**config.mk**
```make
export PLATFORM = sky130hd
export DESIGN_NAME = brush_stamp_rasterizer_flat
export DESIGN_NICKNAME = d
export VERILOG_FILES = /design/src/rtl/bsr_pkg.sv /design/src/rtl/bsr_chan.sv /design/src/rtl/brush_stamp_rasterizer.sv /design/src/rtl/bsr_ctrl.sv /design/src/rtl/bsr_datapath.sv /design/src/flat_wrapper.sv
export SDC_FILE = /design/constraint.sdc
export NUM_CORES = 1
export LEC_CHECK = 0
export BUFFER_PORTS_ARGS = -buffer_cell sky130_fd_sc_hd__buf_2
export CAP_MARGIN = 30
export CORE_UTILIZATION = 60
export CTS_BUF_LIST = sky130_fd_sc_hd__clkbuf_16
export DETAILED_ROUTE_END_ITERATION = 16
export GPL_TIMING_DRIVEN = 1
export HOLD_SLACK_MARGIN = 0.15
export PLACE_DENSITY_LB_ADDON = 0.25
export SETUP_SLACK_MARGIN = 0.2
export SYNTH_ARGS = -nofsm -noshare
export SYNTH_HDL_FRONTEND = slang
export SYNTH_SLANG_ARGS = --single-unit
```
**constraint.sdc**
```tcl
create_clock -name clk -period 19.3 [get_ports clk]
set_input_delay 1.93 -clock clk [delete_from_list [all_inputs] [get_ports clk]]
set_output_delay 1.93 -clock clk [all_outputs]
set_load 0.05 [all_outputs]
```
**src/rtl/bsr_pkg.sv**
```systemverilog
`default_nettype none

package bsr_pkg;

  localparam int COORD_BITS = 12;
  localparam int CANVAS_BITS = 13;
  localparam int SIZE_BITS = 3;
  localparam int COLOR_BITS = 32;
  localparam int ADDR_BITS = 24;
  localparam int CFG_INDEX_BITS = 4;
  localparam int MAX_STROKE_DEF = 7;

  localparam logic [CANVAS_BITS-1:0] CANVAS_LIMIT = CANVAS_BITS'(1 << COORD_BITS);
  localparam logic [CANVAS_BITS-1:0] CANVAS_RESET = CANVAS_BITS'(256);

  localparam logic [CFG_INDEX_BITS-1:0] REG_CANVAS_WIDTH = CFG_INDEX_BITS'(0);
  localparam logic [CFG_INDEX_BITS-1:0] REG_CANVAS_HEIGHT = CFG_INDEX_BITS'(1);

  typedef struct packed {
    logic [COORD_BITS-1:0] center_x;
    logic [COORD_BITS-1:0] center_y;
    logic [SIZE_BITS-1:0]  stroke_size;
    logic                  rounded;
    logic [COLOR_BITS-1:0] color;
  } stamp_t;

  typedef struct packed {
    logic                   write_valid;
    logic [COORD_BITS-1:0]  pixel_x;
    logic [COORD_BITS-1:0]  pixel_y;
    logic [ADDR_BITS-1:0]   pixel_address;
    logic [COLOR_BITS-1:0]  pixel_color;
    logic [CANVAS_BITS-1:0] dirty_min_x;
    logic [CANVAS_BITS-1:0] dirty_min_y;
    logic [CANVAS_BITS-1:0] dirty_max_x;
    logic [CANVAS_BITS-1:0] dirty_max_y;
    logic                   last;
  } result_t;

  typedef struct packed {
    logic [CFG_INDEX_BITS-1:0] index;
    logic [CANVAS_BITS-1:0]    wdata;
  } cfg_t;

  typedef struct packed {
    logic load;
    logic row;
    logic step;
    logic close;
  } ctrl_cmd_t;

  typedef struct packed {
    logic keep;
    logic out_free;
    logic dx_end;
    logic dy_end;
  } dp_status_t;

endpackage

`default_nettype wire

```
**src/rtl/bsr_chan.sv**
```systemverilog
`default_nettype none

interface bsr_chan #(
  parameter type T = logic
);
  logic valid;
  logic ready;
  T     data;

  modport source (output valid, output data, input ready);
  modport sink (input valid, input data, output ready);
endinterface

`default_nettype wire

```
**src/rtl/brush_stamp_rasterizer.sv**
```systemverilog
`default_nettype none

// Brush stamp rasterizer: each stamp item (centre, stroke size, round or square
// shape, colour) yields one write item per pixel kept on the canvas, in rows top
// to bottom and left to right, then one closing item with last set that carries
// the dirty rectangle (min = canvas size and max = 0 when nothing was written).
// The scan sequencer tests one pixel per cycle while the result side does not
// stall, and passes through a row state before each row to form the row base
// address with the row-times-width multiplier. Canvas registers above 4096 act
// as 4096; configuration writes are always accepted and must only happen while
// no stamp is in flight.
module brush_stamp_rasterizer
  import bsr_pkg::*;
#(
  parameter int MAX_STROKE = MAX_STROKE_DEF
) (
  input logic    clk,
  input logic    rst,
  bsr_chan.sink   stamp,
  bsr_chan.source result,
  bsr_chan.sink   cfg
);

  ctrl_cmd_t  cmd;
  dp_status_t status;
  logic       res_valid;
  result_t    res_data;

  assign cfg.ready = 1'b1;
  assign result.valid = res_valid;
  assign result.data = res_data;

  bsr_ctrl u_ctrl (
    .clk         (clk),
    .rst         (rst),
    .stamp_valid (stamp.valid),
    .stamp_ready (stamp.ready),
    .status      (status),
    .cmd         (cmd)
  );

  bsr_datapath #(
    .MAX_STROKE (MAX_STROKE)
  ) u_datapath (
    .clk        (clk),
    .rst        (rst),
    .stamp_data (stamp.data),
    .cfg_write  (cfg.valid),
    .cfg_data   (cfg.data),
    .cmd        (cmd),
    .status     (status),
    .res_valid  (res_valid),
    .res_data   (res_data),
    .res_ready  (result.ready)
  );

endmodule

`default_nettype wire

```
**src/rtl/bsr_ctrl.sv**
```systemverilog
`default_nettype none

module bsr_ctrl
  import bsr_pkg::*;
(
  input  logic       clk,
  input  logic       rst,
  input  logic       stamp_valid,
  output logic       stamp_ready,
  input  dp_status_t status,
  output ctrl_cmd_t  cmd
);

  typedef enum logic [3:0] {
    ST_IDLE  = 4'b0001,
    ST_ROW   = 4'b0010,
    ST_SCAN  = 4'b0100,
    ST_CLOSE = 4'b1000
  } state_t;

  state_t state;
  state_t state_next;

  always_ff @(posedge clk) begin
    if (rst) begin
      state <= ST_IDLE;
    end else begin
      state <= state_next;
    end
  end

  always_comb begin
    state_next = state;
    cmd = '0;
    stamp_ready = 1'b0;
    unique case (state)
      ST_IDLE: begin
        stamp_ready = 1'b1;
        if (stamp_valid) begin
          cmd.load = 1'b1;
          state_next = ST_ROW;
        end
      end
      ST_ROW: begin
        cmd.row = 1'b1;
        state_next = ST_SCAN;
      end
      ST_SCAN: begin
        if (!status.keep || status.out_free) begin
          cmd.step = 1'b1;
          if (status.dx_end) begin
            state_next = status.dy_end ? ST_CLOSE : ST_ROW;
          end
        end
      end
      ST_CLOSE: begin
        if (status.out_free) begin
          cmd.close = 1'b1;
          state_next = ST_IDLE;
        end
      end
      default: begin
        state_next = ST_IDLE;
      end
    endcase
  end

`ifndef SYNTHESIS
  a_accept_then_row: assert property (@(posedge clk) disable iff (rst)
    stamp_valid && stamp_ready |=> cmd.row)
    else $error("stamp item not followed by row setup");

  a_close_then_idle: assert property (@(posedge clk) disable iff (rst)
    cmd.close |=> stamp_ready && !cmd.step && !cmd.row)
    else $error("closing item not followed by idle");
`endif

endmodule

`default_nettype wire

```
**src/rtl/bsr_datapath.sv**
```systemverilog
`default_nettype none

module bsr_datapath
  import bsr_pkg::*;
#(
  parameter int MAX_STROKE = MAX_STROKE_DEF
) (
  input  logic       clk,
  input  logic       rst,
  input  stamp_t     stamp_data,
  input  logic       cfg_write,
  input  cfg_t       cfg_data,
  input  ctrl_cmd_t  cmd,
  output dp_status_t status,
  output logic       res_valid,
  output result_t    res_data,
  input  logic       res_ready
);

  localparam int RAD_MAX = MAX_STROKE / 2;
  localparam int RB = (RAD_MAX > 0) ? $clog2(RAD_MAX + 1) : 1;
  localparam int OB = RB + 1;
  localparam int SQB = 2 * OB + 1;
  localparam int PB = COORD_BITS + 2;
  localparam logic [SIZE_BITS-1:0] SIZE_CAP = SIZE_BITS'(MAX_STROKE);

  logic [CANVAS_BITS-1:0] canvas_width;
  logic [CANVAS_BITS-1:0] canvas_height;
  logic [CANVAS_BITS-1:0] w_eff;
  logic [CANVAS_BITS-1:0] h_eff;

  logic [COORD_BITS-1:0]  cx;
  logic [RB-1:0]          radius;
  logic                   rnd;
  logic [COLOR_BITS-1:0]  color;
  logic signed [OB-1:0]   dx;
  logic signed [OB-1:0]   dy;
  logic signed [PB-1:0]   px;
  logic signed [PB-1:0]   py;
  logic [ADDR_BITS-1:0]   row_base;
  logic                   row_ok;
  logic [CANVAS_BITS-1:0] mnx;
  logic [CANVAS_BITS-1:0] mny;
  logic [CANVAS_BITS-1:0] mxx;
  logic [CANVAS_BITS-1:0] mxy;

  logic [SIZE_BITS-1:0]   size_sat;
  logic [RB-1:0]          r_in;
  logic signed [OB-1:0]   r_in_s;
  logic signed [OB-1:0]   r_s;
  logic signed [SQB-1:0]  dxe;
  logic signed [SQB-1:0]  dye;
  logic signed [SQB-1:0]  re;
  logic                   in_circle;
  logic                   col_ok;
  logic                   keep;
  logic                   out_free;
  logic [CANVAS_BITS-1:0] px_u;
  logic [CANVAS_BITS-1:0] py_u;
  logic [CANVAS_BITS-1:0] px_u1;
  logic [CANVAS_BITS-1:0] py_u1;

  assign w_eff = (canvas_width > CANVAS_LIMIT) ? CANVAS_LIMIT : canvas_width;
  assign h_eff = (canvas_height > CANVAS_LIMIT) ? CANVAS_LIMIT : canvas_height;

  assign size_sat = (stamp_data.stroke_size > SIZE_CAP) ? SIZE_CAP : stamp_data.stroke_size;
  assign r_in = RB'(size_sat >> 1);
  assign r_in_s = signed'({1'b0, r_in});
  assign r_s = signed'({1'b0, radius});

  assign dxe = SQB'(dx);
  assign dye = SQB'(dy);
  assign re = SQB'(r_s);
  assign in_circle = (dxe * dxe + dye * dye) <= (re * re);

  assign px_u = px[CANVAS_BITS-1:0];
  assign py_u = py[CANVAS_BITS-1:0];
  assign px_u1 = px_u + CANVAS_BITS'(1);
  assign py_u1 = py_u + CANVAS_BITS'(1);

  assign col_ok = !px[PB-1] && (px[PB-2:0] < (PB-1)'(w_eff));
  assign keep = row_ok && col_ok && (!rnd || in_circle);
  assign out_free = !res_valid || res_ready;

  assign status.keep = keep;
  assign status.out_free = out_free;
  assign status.dx_end = (dx == r_s);
  assign status.dy_end = (dy == r_s);

  // configuration
  always_ff @(posedge clk) begin
    if (rst) begin
      canvas_width <= CANVAS_RESET;
      canvas_height <= CANVAS_RESET;
    end else if (cfg_write) begin
      if (cfg_data.index == REG_CANVAS_WIDTH) begin
        canvas_width <= cfg_data.wdata;
      end else if (cfg_data.index == REG_CANVAS_HEIGHT) begin
        canvas_height <= cfg_data.wdata;
      end
    end
  end

  // scan position and dirty rectangle
  always_ff @(posedge clk) begin
    if (cmd.load) begin
      cx <= stamp_data.center_x;
      radius <= r_in;
      rnd <= stamp_data.rounded;
      color <= stamp_data.color;
      dy <= -r_in_s;
      py <= signed'(PB'(stamp_data.center_y)) - PB'(r_in_s);
      mnx <= w_eff;
      mny <= h_eff;
      mxx <= '0;
      mxy <= '0;
    end
    if (cmd.row) begin
      row_base <= ADDR_BITS'(py[COORD_BITS-1:0] * w_eff);
      row_ok <= !py[PB-1] && (py[PB-2:0] < (PB-1)'(h_eff));
      dx <= -r_s;
      px <= signed'(PB'(cx)) - PB'(r_s);
    end
    if (cmd.step) begin
      if (status.dx_end) begin
        dy <= dy + OB'(1);
        py <= py + PB'(1);
      end else begin
        dx <= dx + OB'(1);
        px <= px + PB'(1);
      end
      if (keep) begin
        if (px_u < mnx) begin
          mnx <= px_u;
        end
        if (py_u < mny) begin
          mny <= py_u;
        end
        if (px_u1 > mxx) begin
          mxx <= px_u1;
        end
        if (py_u1 > mxy) begin
          mxy <= py_u1;
        end
      end
    end
  end

  // output register
  always_ff @(posedge clk) begin
    if (rst) begin
      res_valid <= 1'b0;
    end else if ((cmd.step && keep) || cmd.close) begin
      res_valid <= 1'b1;
    end else if (res_ready) begin
      res_valid <= 1'b0;
    end
  end

  always_ff @(posedge clk) begin
    if (cmd.step && keep) begin
      res_data.write_valid <= 1'b1;
      res_data.pixel_x <= px[COORD_BITS-1:0];
      res_data.pixel_y <= py[COORD_BITS-1:0];
      res_data.pixel_address <= row_base + ADDR_BITS'(px[COORD_BITS-1:0]);
      res_data.pixel_color <= color;
      res_data.dirty_min_x <= '0;
      res_data.dirty_min_y <= '0;
      res_data.dirty_max_x <= '0;
      res_data.dirty_max_y <= '0;
      res_data.last <= 1'b0;
    end else if (cmd.close) begin
      res_data.write_valid <= 1'b0;
      res_data.pixel_x <= '0;
      res_data.pixel_y <= '0;
      res_data.pixel_address <= '0;
      res_data.pixel_color <= '0;
      res_data.dirty_min_x <= mnx;
      res_data.dirty_min_y <= mny;
      res_data.dirty_max_x <= mxx;
      res_data.dirty_max_y <= mxy;
      res_data.last <= 1'b1;
    end
  end

`ifndef SYNTHESIS
  a_write_on_canvas: assert property (@(posedge clk) disable iff (rst)
    res_valid && res_data.write_valid |->
      (CANVAS_BITS'(res_data.pixel_x) < w_eff) && (CANVAS_BITS'(res_data.pixel_y) < h_eff))
    else $error("pixel write item outside the canvas");

  a_write_address: assert property (@(posedge clk) disable iff (rst)
    res_valid && res_data.write_valid |->
      res_data.pixel_address ==
        ADDR_BITS'(res_data.pixel_y * w_eff) + ADDR_BITS'(res_data.pixel_x))
    else $error("pixel address does not match row and column");
`endif

endmodule

`default_nettype wire

```
**src/flat_wrapper.sv**
```systemverilog
// flat-port wrapper written by rule: the top's interface ports become plain ports
module brush_stamp_rasterizer_flat import bsr_pkg::*;
#(
  parameter int MAX_STROKE = MAX_STROKE_DEF
)
  (clk, rst, stamp_valid, stamp_data, stamp_ready, result_valid, result_data, result_ready, cfg_valid, cfg_data, cfg_ready);
  bsr_chan #(.T(stamp_t)) stamp_i ();
  bsr_chan #(.T(result_t)) result_i ();
  bsr_chan #(.T(cfg_t)) cfg_i ();
  input logic clk;
  input logic rst;
  input wire logic [$bits(stamp_i.valid)-1:0] stamp_valid;
  input wire logic [$bits(stamp_i.data)-1:0] stamp_data;
  output wire logic [$bits(stamp_i.ready)-1:0] stamp_ready;
  output wire logic [$bits(result_i.valid)-1:0] result_valid;
  output wire logic [$bits(result_i.data)-1:0] result_data;
  input wire logic [$bits(result_i.ready)-1:0] result_ready;
  input wire logic [$bits(cfg_i.valid)-1:0] cfg_valid;
  input wire logic [$bits(cfg_i.data)-1:0] cfg_data;
  output wire logic [$bits(cfg_i.ready)-1:0] cfg_ready;
  assign stamp_i.valid = stamp_valid;
  assign stamp_i.data = stamp_data;
  assign stamp_ready = stamp_i.ready;
  assign result_valid = result_i.valid;
  assign result_data = result_i.data;
  assign result_i.ready = result_ready;
  assign cfg_i.valid = cfg_valid;
  assign cfg_i.data = cfg_data;
  assign cfg_ready = cfg_i.ready;
  brush_stamp_rasterizer #(.MAX_STROKE(MAX_STROKE)) u_core (.clk(clk), .rst(rst), .stamp(stamp_i), .result(result_i), .cfg(cfg_i));
endmodule
```
==> flow_summary.json, run 1 <==
{
  "pwr-share-seq_pct": 30.8,
  "crit_path_start_kind": "flip-flop",
  "drtIter0Drc": 844,
  "wl_per_cell_microns": 17.5,
  "internal_power_uw": 1690,
  "fin_skew_ns": 0.0136,
  "power.density_nw_per_um2": 122,
  "h-tree-depth": 2,
  "vdd_drop_max_mv": 0.139,
  "ys_async_sr_fraction_pct": 0,
  "path_class": "reg -> reg",
  "final_util_pct": 68.7,
  "crit_path_end_kind": "flip-flop",
  "postSynthAreaPerCell_sq_um": 9.64,
  "die_w_microns": 189,
  "detail-route-antenna-nets": 0,
  "synth-edff-count": 152,
  "r2r_cells": 19,
  "io_buffers": 217,
  "period_needed_ns": 7.21,
  "final_cell_mix": "inv_1, nand2_1, buf_2",
  "ios": 219,
  "min_to": "u_core.u_datapath.res_data[133]",
  "status": "finished, final reports clean",
  "synth_nets": 2560,
  "setup_viol": 0,
  "cts_buffers": 37,
  "dpl-instance-area_sq_um": 22500,
  "cts_resized": 0,
  "synthesis.area_sq_um": 21000,
  "r2r-start": "u_core.u_datapath.canvas_width[12]",
  "final_area_sq_um": 23700,
  "layout_commonest_cell": "inv_1",
  "r2r_slack_ns": 12.09,
  "arrival_ns": 7.49,
  "switching_share_pct": 41.4,
  "post_cts_buffers": 0,
  "num_antenna_cells": 0,
  "synth.distinct_cells": 73,
  "p_leak_uw": 0.0103,
  "pwr-share-comb_pct": 45.7,
  "core.rowCount": 68,
  "timing.rr.end": "u_core.u_datapath.row_base[20]",
  "gp_congestion": 0.880,
  "wl_microns": 49800,
  "clk_pin_slew_ns": 0.06,
  "grt_usage_pct": 28.1,
  "area_delta_synth_final_pct": 12.7,
  "path_max_fanout": 27,
  "max_slew_margin_pct": 32.7,
  "cts.sinks": 323,
  "rsz0062_at_grt": "false",
  "slew_violations": 0,
  "initial_core_util_pct": 60.9,
  "finalHoldViolations": 0,
  "max_freq_mhz": 139,
  "grt_start_max_net_pins": 77,
  "hold_start": "u_core.u_datapath.res_data[133]",
  "cts_root_buffer": "clkbuf_16",
  "fin_tns_setup_ns": 0,
  "clk_latency_ns": 0.54,
  "worst_pin_slew_ns": 1.01,
  "final_nets": 2743,
  "clockPowerShare_pct": 23.5,
  "timing.max_cap.violations": 0,
  "synth-seq-area-share_pct": 38.1,
  "dp_hpwl_microns": 36100,
  "die_area_sq_um": 35700,
  "grt_overflow_total": 0,
  "synth_cells": 2178,
  "ys_ff_latch": 323,
  "first_global_vias": 15600,
  "hp-class": "reg -> reg",
  "whs_ns": 0.445,
  "die_h_microns": 189,
  "period_share_pct": 37.4,
  "min_delay_path_depth": 2,
  "drc_errors": 0,
  "switchingPower_uw": 1200,
  "required_ns": 19.58,
  "grt_pass1_wl_microns": 79500,
  "dr.pass1.iters": 5,
  "via_count": 15800,
  "core_area_sq_um": 34500,
  "layout-drive-gt1-share_pct": 14.4,
  "viasPerCell": 5.57,
  "yosys_warnings": 0,
  "antenna_found_initial": 0,
  "clockBufferDepth": 3,
  "cts_tree": "done",
  "synthFlopType": "dfxtp_1",
  "ctsHoldBuffers": 0
}
[final cells by class]
class / instances / area, sq um
Clock inverter: 28 / 193
Sequential cell: 323 / 7990
Multi-Input combinational cell: 1482 / 11600
Inverter: 272 / 1020
Clock buffer: 39 / 976
Timing Repair Buffer: 245 / 1350
Tap cell: 455 / 569
Fill cell: 2712 / 10800
[cells by family after synthesis]
group	synth area share (%)
XOR/XNOR	3.76
AO/OA/AOI/OAI	8.29
AND/OR/NAND/NOR	16.4
adder cells (fa/ha/maj)	22.2
other	0.0179
flip-flops	38.1
multiplexers	4.30
buffers and inverters	6.93
[power groups by stage]
| stage | Sequential [uW] | Combinational (uW) | Clock [uW] |
|---|---|---|---|
| detailed placement | 901 | 1320 | 0 |
| global route | 896 | 1490 | 716 |
| floorplan | 933 | 962 | 0 |
| global placement | 901 | 1280 | 0 |
| finish | 890 | 1320 | 680 |
| CTS | 887 | 1330 | 692 |
[flip-flops by register name, indices dropped and copies added (netlist names), 4 cells and up]
signal                           cells
u_core.u_datapath.py                14
u_core.u_datapath.mxy               13
u_core.u_datapath.color             32
u_core.u_datapath.canvas_width      13
u_core.u_datapath.row_base          24
u_core.u_datapath.mny               13
u_core.u_datapath.res_data         134
u_core.u_datapath.canvas_height     13
u_core.u_datapath.mnx               13
u_core.u_ctrl.state                  4
u_core.u_datapath.cx                12
u_core.u_datapath.px                14
u_core.u_datapath.mxx               13
[critical path, cell delays in order (launching register included)]
cell and delay [ns]:
dfxtp_1 0.62, nor2b_1 0.93, nand2_1 0.19, fa_1 0.58
inv_1 0.06, fa_1 0.41, fa_1 0.50, fa_1 0.49
inv_1 0.05, fa_1 0.52, inv_1 0.04, ha_1 0.33
o21a_1 0.20, o21ai_0 0.27, a21oi_1 0.11, o31a_1 0.30
o41ai_1 0.80, o2111ai_1 0.24, a21oi_1 0.23, xnor2_1 0.08
[worst max path at each step]
stage / from / end / slack [ns]
global route: u_core.u_datapath.canvas_width[12] / u_core.u_datapath.row_base[20] / 11.65
floorplan: u_core.u_datapath.dy[1] / u_core.u_datapath.res_data[100] / 12.48
CTS: u_core.u_datapath.canvas_width[12] / u_core.u_datapath.row_base[20] / 12.16
finish: u_core.u_datapath.canvas_width[12] / u_core.u_datapath.row_base[20] / 12.09
global placement: u_core.u_datapath.canvas_width[12] / u_core.u_datapath.row_base[20] / 12.47
detailed placement: u_core.u_datapath.canvas_width[12] / u_core.u_datapath.row_base[20] / 12.23
[metal layers]
metal	global-route usage [%]	vias to the layer above	part of all wire, %
met4	11.9	0	3.8
met1	36.4	7657	43
met3	4.23	108	6.4
met2	46.9	507	47
li1	-	7569	-
met5	0	-	0
[Yosys cell counts, drive strengths merged (14+ instances only)]
| master | n | area share [%] |
|---|---|---|
| mux2 | 31 | 1.7 |
| mux2i | 55 | 2.6 |
| and3 | 14 | 0.42 |
| nand4 | 16 | 0.48 |
| nor3 | 17 | 0.41 |
| xor2 | 38 | 1.6 |
| edfxtp | 152 | 22 |
| o21ai | 69 | 1.6 |
| xnor2 | 52 | 2.2 |
| a21oi | 108 | 2.6 |
| ha | 178 | 11 |
| o211ai | 22 | 0.81 |
| buf | 20 | 0.61 |
| nand3 | 38 | 0.93 |
| clkbuf | 81 | 1.4 |
| a21o | 17 | 0.61 |
| inv | 272 | 4.9 |
| nor2b | 31 | 0.92 |
| nor2 | 210 | 3.8 |
| fa | 122 | 12 |
| dfxtp | 171 | 16 |
| nand2 | 230 | 4.1 |
| and2 | 119 | 3.5 |
[stage by stage]
| step | cells | worst slack [ns] | power (uW) |
|---|---|---|---|
| 2_1_floorplan | 2178 | 12.48 | 1890 |
| 4_1_cts | 2842 | 12.16 | 2910 |
| 6_report | 2844 | 12.09 | 2890 |
| 3_5_place_dp | 2775 | 12.23 | 2220 |
| 3_3_place_gp | 2770 | 12.47 | 2180 |
| 5_1_grt | 2844 | 11.65 | 3100 |
(Power assumes the default switching activity.)
==> run 2, diff against run 1 <==
clock period = 7.28 ns   (was 19.3 ns; I/O delays follow)
==> run 2 against run 1 <==
Against the previous run: hold slack worse by 0.082 ns; total power grew to 2.7 times the previous value; utilization is 0.24 points higher; final cell count is 0.32% higher; first-iteration DRC count is 14% higher; routed wire length is 0.26% higher; sequential power grew to 2.7 times the previous value; count of clock-buffer cells in the layout is 1 higher; design area is 0.34% higher; register-to-register slack worse by 11 ns; clock power grew to 2.7 times the previous value; critical endpoint unchanged; largest power group unchanged.
==> flow_summary.json, run 2 (synthesized netlist as in run 1, its figures left out) <==
{
  "status": "finished, final reports clean",
  "post_cts_buffers": 0,
  "power_uw": 7730,
  "initial_core_util_pct": 60.9,
  "power.density_nw_per_um2": 325,
  "wl_microns": 49900,
  "timing.max_cap.violations": 0,
  "gp_congestion": 0.867,
  "cts_root_buffer": "clkbuf_16",
  "whs_ns": 0.363,
  "multi_input_area_sq_um": 11600,
  "max_freq_mhz": 157,
  "drtIter0Drc": 962,
  "cpPeakStageDelay_ns": 0.79,
  "rsz0062_at_grt": "false",
  "final_nets": 2750,
  "reg.largest.list": "u_core.u_datapath.res_data x134, u_core.u_datapath.color x32, u_core.u_datapath.row_base x24",
  "switchingPower_uw": 3160,
  "slew_violations": 0,
  "core_area_sq_um": 34500,
  "first_global_vias": 15800,
  "worst_pin_slew_ns": 0.981,
  "clk_latency_ns": 0.54,
  "period_share_pct": 87.6,
  "critPathTopFamily": "adder cells",
  "layout_commonest_cell": "inv_1",
  "dr.pass1.iters": 5,
  "dp.cells": 2784,
  "largest_register_ffs": 134,
  "clockBufferDepth": 3,
  "pwr-share-seq_pct": 30.5,
  "arrival_ns": 6.66,
  "die_w_microns": 189,
  "core.rowCount": 68,
  "grt_overflow_total": 0,
  "max_slew_margin_pct": 34.6,
  "crit_path_start_kind": "flip-flop",
  "dp_hpwl_microns": 36800,
  "regMostFlops": "u_core.u_datapath.res_data",
  "viasPerCell": 5.63,
  "cts_tree": "done",
  "wl_per_cell_microns": 17.5,
  "switching_share_pct": 40.9,
  "fillCellCount": 2650,
  "period_needed_ns": 6.38,
  "drc_errors": 0,
  "die_h_microns": 189,
  "grt_pass1_wl_microns": 80500,
  "crit_path_end_kind": "flip-flop",
  "regArea_sq_um": 7990,
  "fin_tns_setup_ns": 0,
  "required_ns": 7.56,
  "grt_start_max_net_pins": 73,
  "vdd_drop_max_mv": 0.434,
  "layout-drive-gt1-share_pct": 14.9,
  "critPathMostFrequentCell": "fa_1",
  "p_leak_uw": 0.0104,
  "cp_num_buf_inv": 4,
  "h-tree-depth": 2,
  "die_area_sq_um": 35700,
  "final_cell_mix": "inv_1, nand2_1, buf_2",
  "grt_usage_pct": 28.3,
  "hp-class": "in -> reg",
  "ctsHoldBuffers": 0,
  "pwr-share-comb_pct": 45.3,
  "internal_power_uw": 4570,
  "antenna_found_initial": 0,
  "cts.sinks": 323,
  "clk_pin_slew_ns": 0.06,
  "fin_cells": 2853,
  "slowest_stage": "nor2b_1",
  "ios": 219,
  "cts_buffers": 37,
  "io_buffers": 217,
  "detail-route-antenna-nets": 0,
  "cp_cell_sequence": "nor2b_1 > nand2_1 > fa_1 > fa_1 > fa_1 > inv_1 > fa_1 > inv_1 > fa_1 > inv_1 > ha_1 > o21a_1 > o21ai_0 > a21oi_1 > o31a_1 > o41ai_1 > buf_4 > o2111ai_1 > a21oi_1 > xnor2_1",
  "area_delta_synth_final_pct": 13.1,
  "fin_skew_ns": 0.0213,
  "clockPowerShare_pct": 24.2,
  "path_class": "reg -> reg",
  "setup_ws_ns": 0.900,
  "setup_viol": 0,
  "path_max_fanout": 14,
  "finalHoldViolations": 0,
  "via_count": 16100,
  "place_ws_ns": 0.966,
  "cts_resized": 0
}
run 2: per-stage QoR:
stage               cell area (sq um)  util (%)
finish                          23700      68.9
global route                    23700      68.9
CTS                             23700      68.9
detailed placement              22500      65.4
global placement                22500      65.3
floorplan                       21000         -
run 2: layout make-up:
cell class / count / share of cell area, %
inverters: 272 / 4.31
multi-input cells: 1482 / 48.7
clock inverters: 28 / 0.927
repair buffers: 252 / 5.78
flip-flops and latches: 323 / 33.6
well taps: 455 / 2.40
diodes: 1 / 0.0105
clock buffers: 40 / 4.22
run 2: power by group through the flow:
stage | registers, uW | logic (uW) | clock network [uW]
global route | 2370 | 3940 | 1960
finish | 2360 | 3500 | 1870
global placement | 2380 | 3360 | 0
CTS | 2350 | 3520 | 1890
floorplan | 2470 | 2550 | 0
detailed placement | 2380 | 3480 | 0
run 2: worst paths after layout:
path | endpoint | from | slack, ns | cells after the start
max | u_core.u_datapath.row_base[20] | u_core.u_datapath.canvas_width[12] | 0.90 | 20
min | u_core.u_datapath.color[0] | stamp_data[0] | 0.36 | 1
max reg2reg | u_core.u_datapath.row_base[20] | u_core.u_datapath.canvas_width[12] | 0.90 | 20
min reg2reg | u_core.u_datapath.mxy[5] | u_core.u_datapath.mxy[5] | 0.46 | 2
run 2: per-layer routing:
layer  GRT usage [%]  wire length, microns
met5               0                     0
met2            48.1                 24000
met4            11.6                  1970
met3            3.87                  3230
met1            36.3                 20700
run 2: worst register-to-register path: cells and delay by family (launching register included):
family                     cells  cell delay, ns
xor gates and xnor gates       1            0.08
adders and majority gates      6            2.91
and+or+nand+nor                2            0.98
buffers and inverters          4            0.36
AOI/OAI and AO/OA              7            1.37
DFF                            1            0.43
==> run 3, diff against run 2 <==
CORE_MARGIN = 2   (was not set)
==> run 3 against run 2 <==
Against the previous run: hold slack got worse by 0.0053 ns; design area fell by 0.71%; register-to-register slack got worse by 0.099 ns; critical path depth did not move; final cell count fell by 0.18%; via count rose by 0.29%; sequential power barely moved; critical endpoint unchanged; highest routed layer unchanged.
==> flow_summary.json, run 3 (synthesized netlist as in run 1, its figures left out) <==
{
  "status": "finished, final reports clean",
  "dp_hpwl_microns": 37200,
  "rsz0062_at_grt": "false",
  "core.rowCount": 68,
  "cts_root_buffer": "clkbuf_16",
  "area_delta_synth_final_pct": 12.3,
  "p_leak_uw": 0.0103,
  "largest_register_ffs": 134,
  "num_antenna_cells": 0,
  "vdd_drop_max_mv": 0.504,
  "reg.largest.list": "u_core.u_datapath.res_data x134, u_core.u_datapath.color x32, u_core.u_datapath.row_base x24",
  "fin_tns_setup_ns": 0,
  "die_w_microns": 191,
  "io_buffers": 217,
  "finalHoldViolations": 0,
  "first_global_vias": 16300,
  "power.density_nw_per_um2": 320,
  "whs_ns": 0.358,
  "drc_errors": 0,
  "clockBufferDepth": 3,
  "ios": 219,
  "final_nets": 2748,
  "viasPerCell": 5.66,
  "r2r_cells": 20,
  "cts.sinks": 323,
  "period_needed_ns": 6.48,
  "core_area_sq_um": 34500,
  "initial_core_util_pct": 60.9,
  "fillCellCount": 2736,
  "max_freq_mhz": 154,
  "grt_usage_pct": 28.0,
  "max_slew_margin_pct": 30.2,
  "ctsHoldBuffers": 0,
  "path_class": "reg -> reg",
  "power_uw": 7550,
  "layout-drive-gt1-share_pct": 14.6,
  "fin_skew_ns": 0.0230,
  "h-tree-depth": 2,
  "period_share_pct": 89.0,
  "grt_pass1_wl_microns": 81100,
  "cts_buffers": 36,
  "timing.max_cap.violations": 0,
  "worst_pin_slew_ns": 1.05,
  "wl_microns": 50200,
  "min_delay_path_depth": 1,
  "die_area_sq_um": 36500,
  "detail-route-antenna-nets": 0,
  "arrival_ns": 6.77,
  "cts_tree": "done",
  "final_cell_mix": "inv_1, nand2_1, buf_2",
  "drtIter0Drc": 954,
  "via_count": 16100,
  "cts_resized": 0,
  "clk_latency_ns": 0.55,
  "final_util_pct": 68.4,
  "antenna_found_initial": 0,
  "post_cts_buffers": 0,
  "setup_viol": 0,
  "die_h_microns": 191,
  "clk_pin_slew_ns": 0.06,
  "layout_commonest_cell": "inv_1",
  "required_ns": 7.57,
  "wl_per_cell_microns": 17.6,
  "hp-class": "in -> reg",
  "crit_path_start_kind": "flip-flop",
  "slew_violations": 0,
  "regMostFlops": "u_core.u_datapath.res_data",
  "grt_overflow_total": 0,
  "dr.pass1.iters": 5,
  "path_max_fanout": 14,
  "gp_congestion": 0.908,
  "grt_start_max_net_pins": 63,
  "crit_path_end_kind": "flip-flop"
}
run 3: layer usage:
| metal | routed length [microns] | track usage [%] | up-vias | share of wire (%) |
|---|---|---|---|---|
| met2 | 24500 | 47.8 | 543 | 49 |
| li1 | - | - | 7582 | - |
| met3 | 3390 | 4.68 | 123 | 6.7 |
| met4 | 1620 | 10.5 | 0 | 3.2 |
| met1 | 20700 | 35.6 | 7859 | 41 |
| met5 | 0 | 0 | - | 0 |
run 3: per-stage QoR:
stage	instance area [sq um]	setup WS [ns]	std cells
2_1_floorplan	21000	0.459	2178
3_3_place_gp	22500	1.09	2781
3_5_place_dp	22500	0.873	2782
4_1_cts	23600	0.851	2847
5_1_grt	23600	0.499	2848
6_report	23600	0.800	2848
run 3: critical path, stage by stage, from the launching register on:
cell and delay, ns:
dfxtp_1 0.39, nor2b_1 0.83, nand2_1 0.19, fa_1 0.60
fa_1 0.46, fa_1 0.49, inv_1 0.05, fa_1 0.54
inv_1 0.06, fa_1 0.52, inv_1 0.05, ha_1 0.34
o21a_1 0.12, o21ai_0 0.28, a21oi_1 0.10, o31a_1 0.29
o41ai_1 0.30, buf_4 0.20, o2111ai_1 0.14, a21oi_1 0.19
xnor2_1 0.08
run 3: final timing paths:
path | start | endpoint | slack [ns]
worst max-delay path | u_core.u_datapath.canvas_width[12] | u_core.u_datapath.row_base[20] | 0.80
worst min-delay path | stamp_data[4] | u_core.u_datapath.color[4] | 0.36
worst max register to register | u_core.u_datapath.canvas_width[12] | u_core.u_datapath.row_base[20] | 0.80
worst min register to register | u_core.u_datapath.res_data[133] | u_core.u_datapath.res_data[133] | 0.45
run 3: power by group:
group / internal, uW / switching, uW
Combinational: 1380 / 2140
Sequential: 2080 / 278
Clock: 912 / 759
Total: 4380 / 3170
run 3: final cells by class:
type / count / area (sq um) / area share (%)
clock buffers: 36 / 901 / 3.82
inverters: 272 / 1020 / 4.34
flip-flops and latches: 323 / 7990 / 33.9
clock inverters: 29 / 170 / 0.722
well taps: 455 / 569 / 2.41
repair buffers: 251 / 1360 / 5.76
multi-input cells: 1482 / 11600 / 49.1
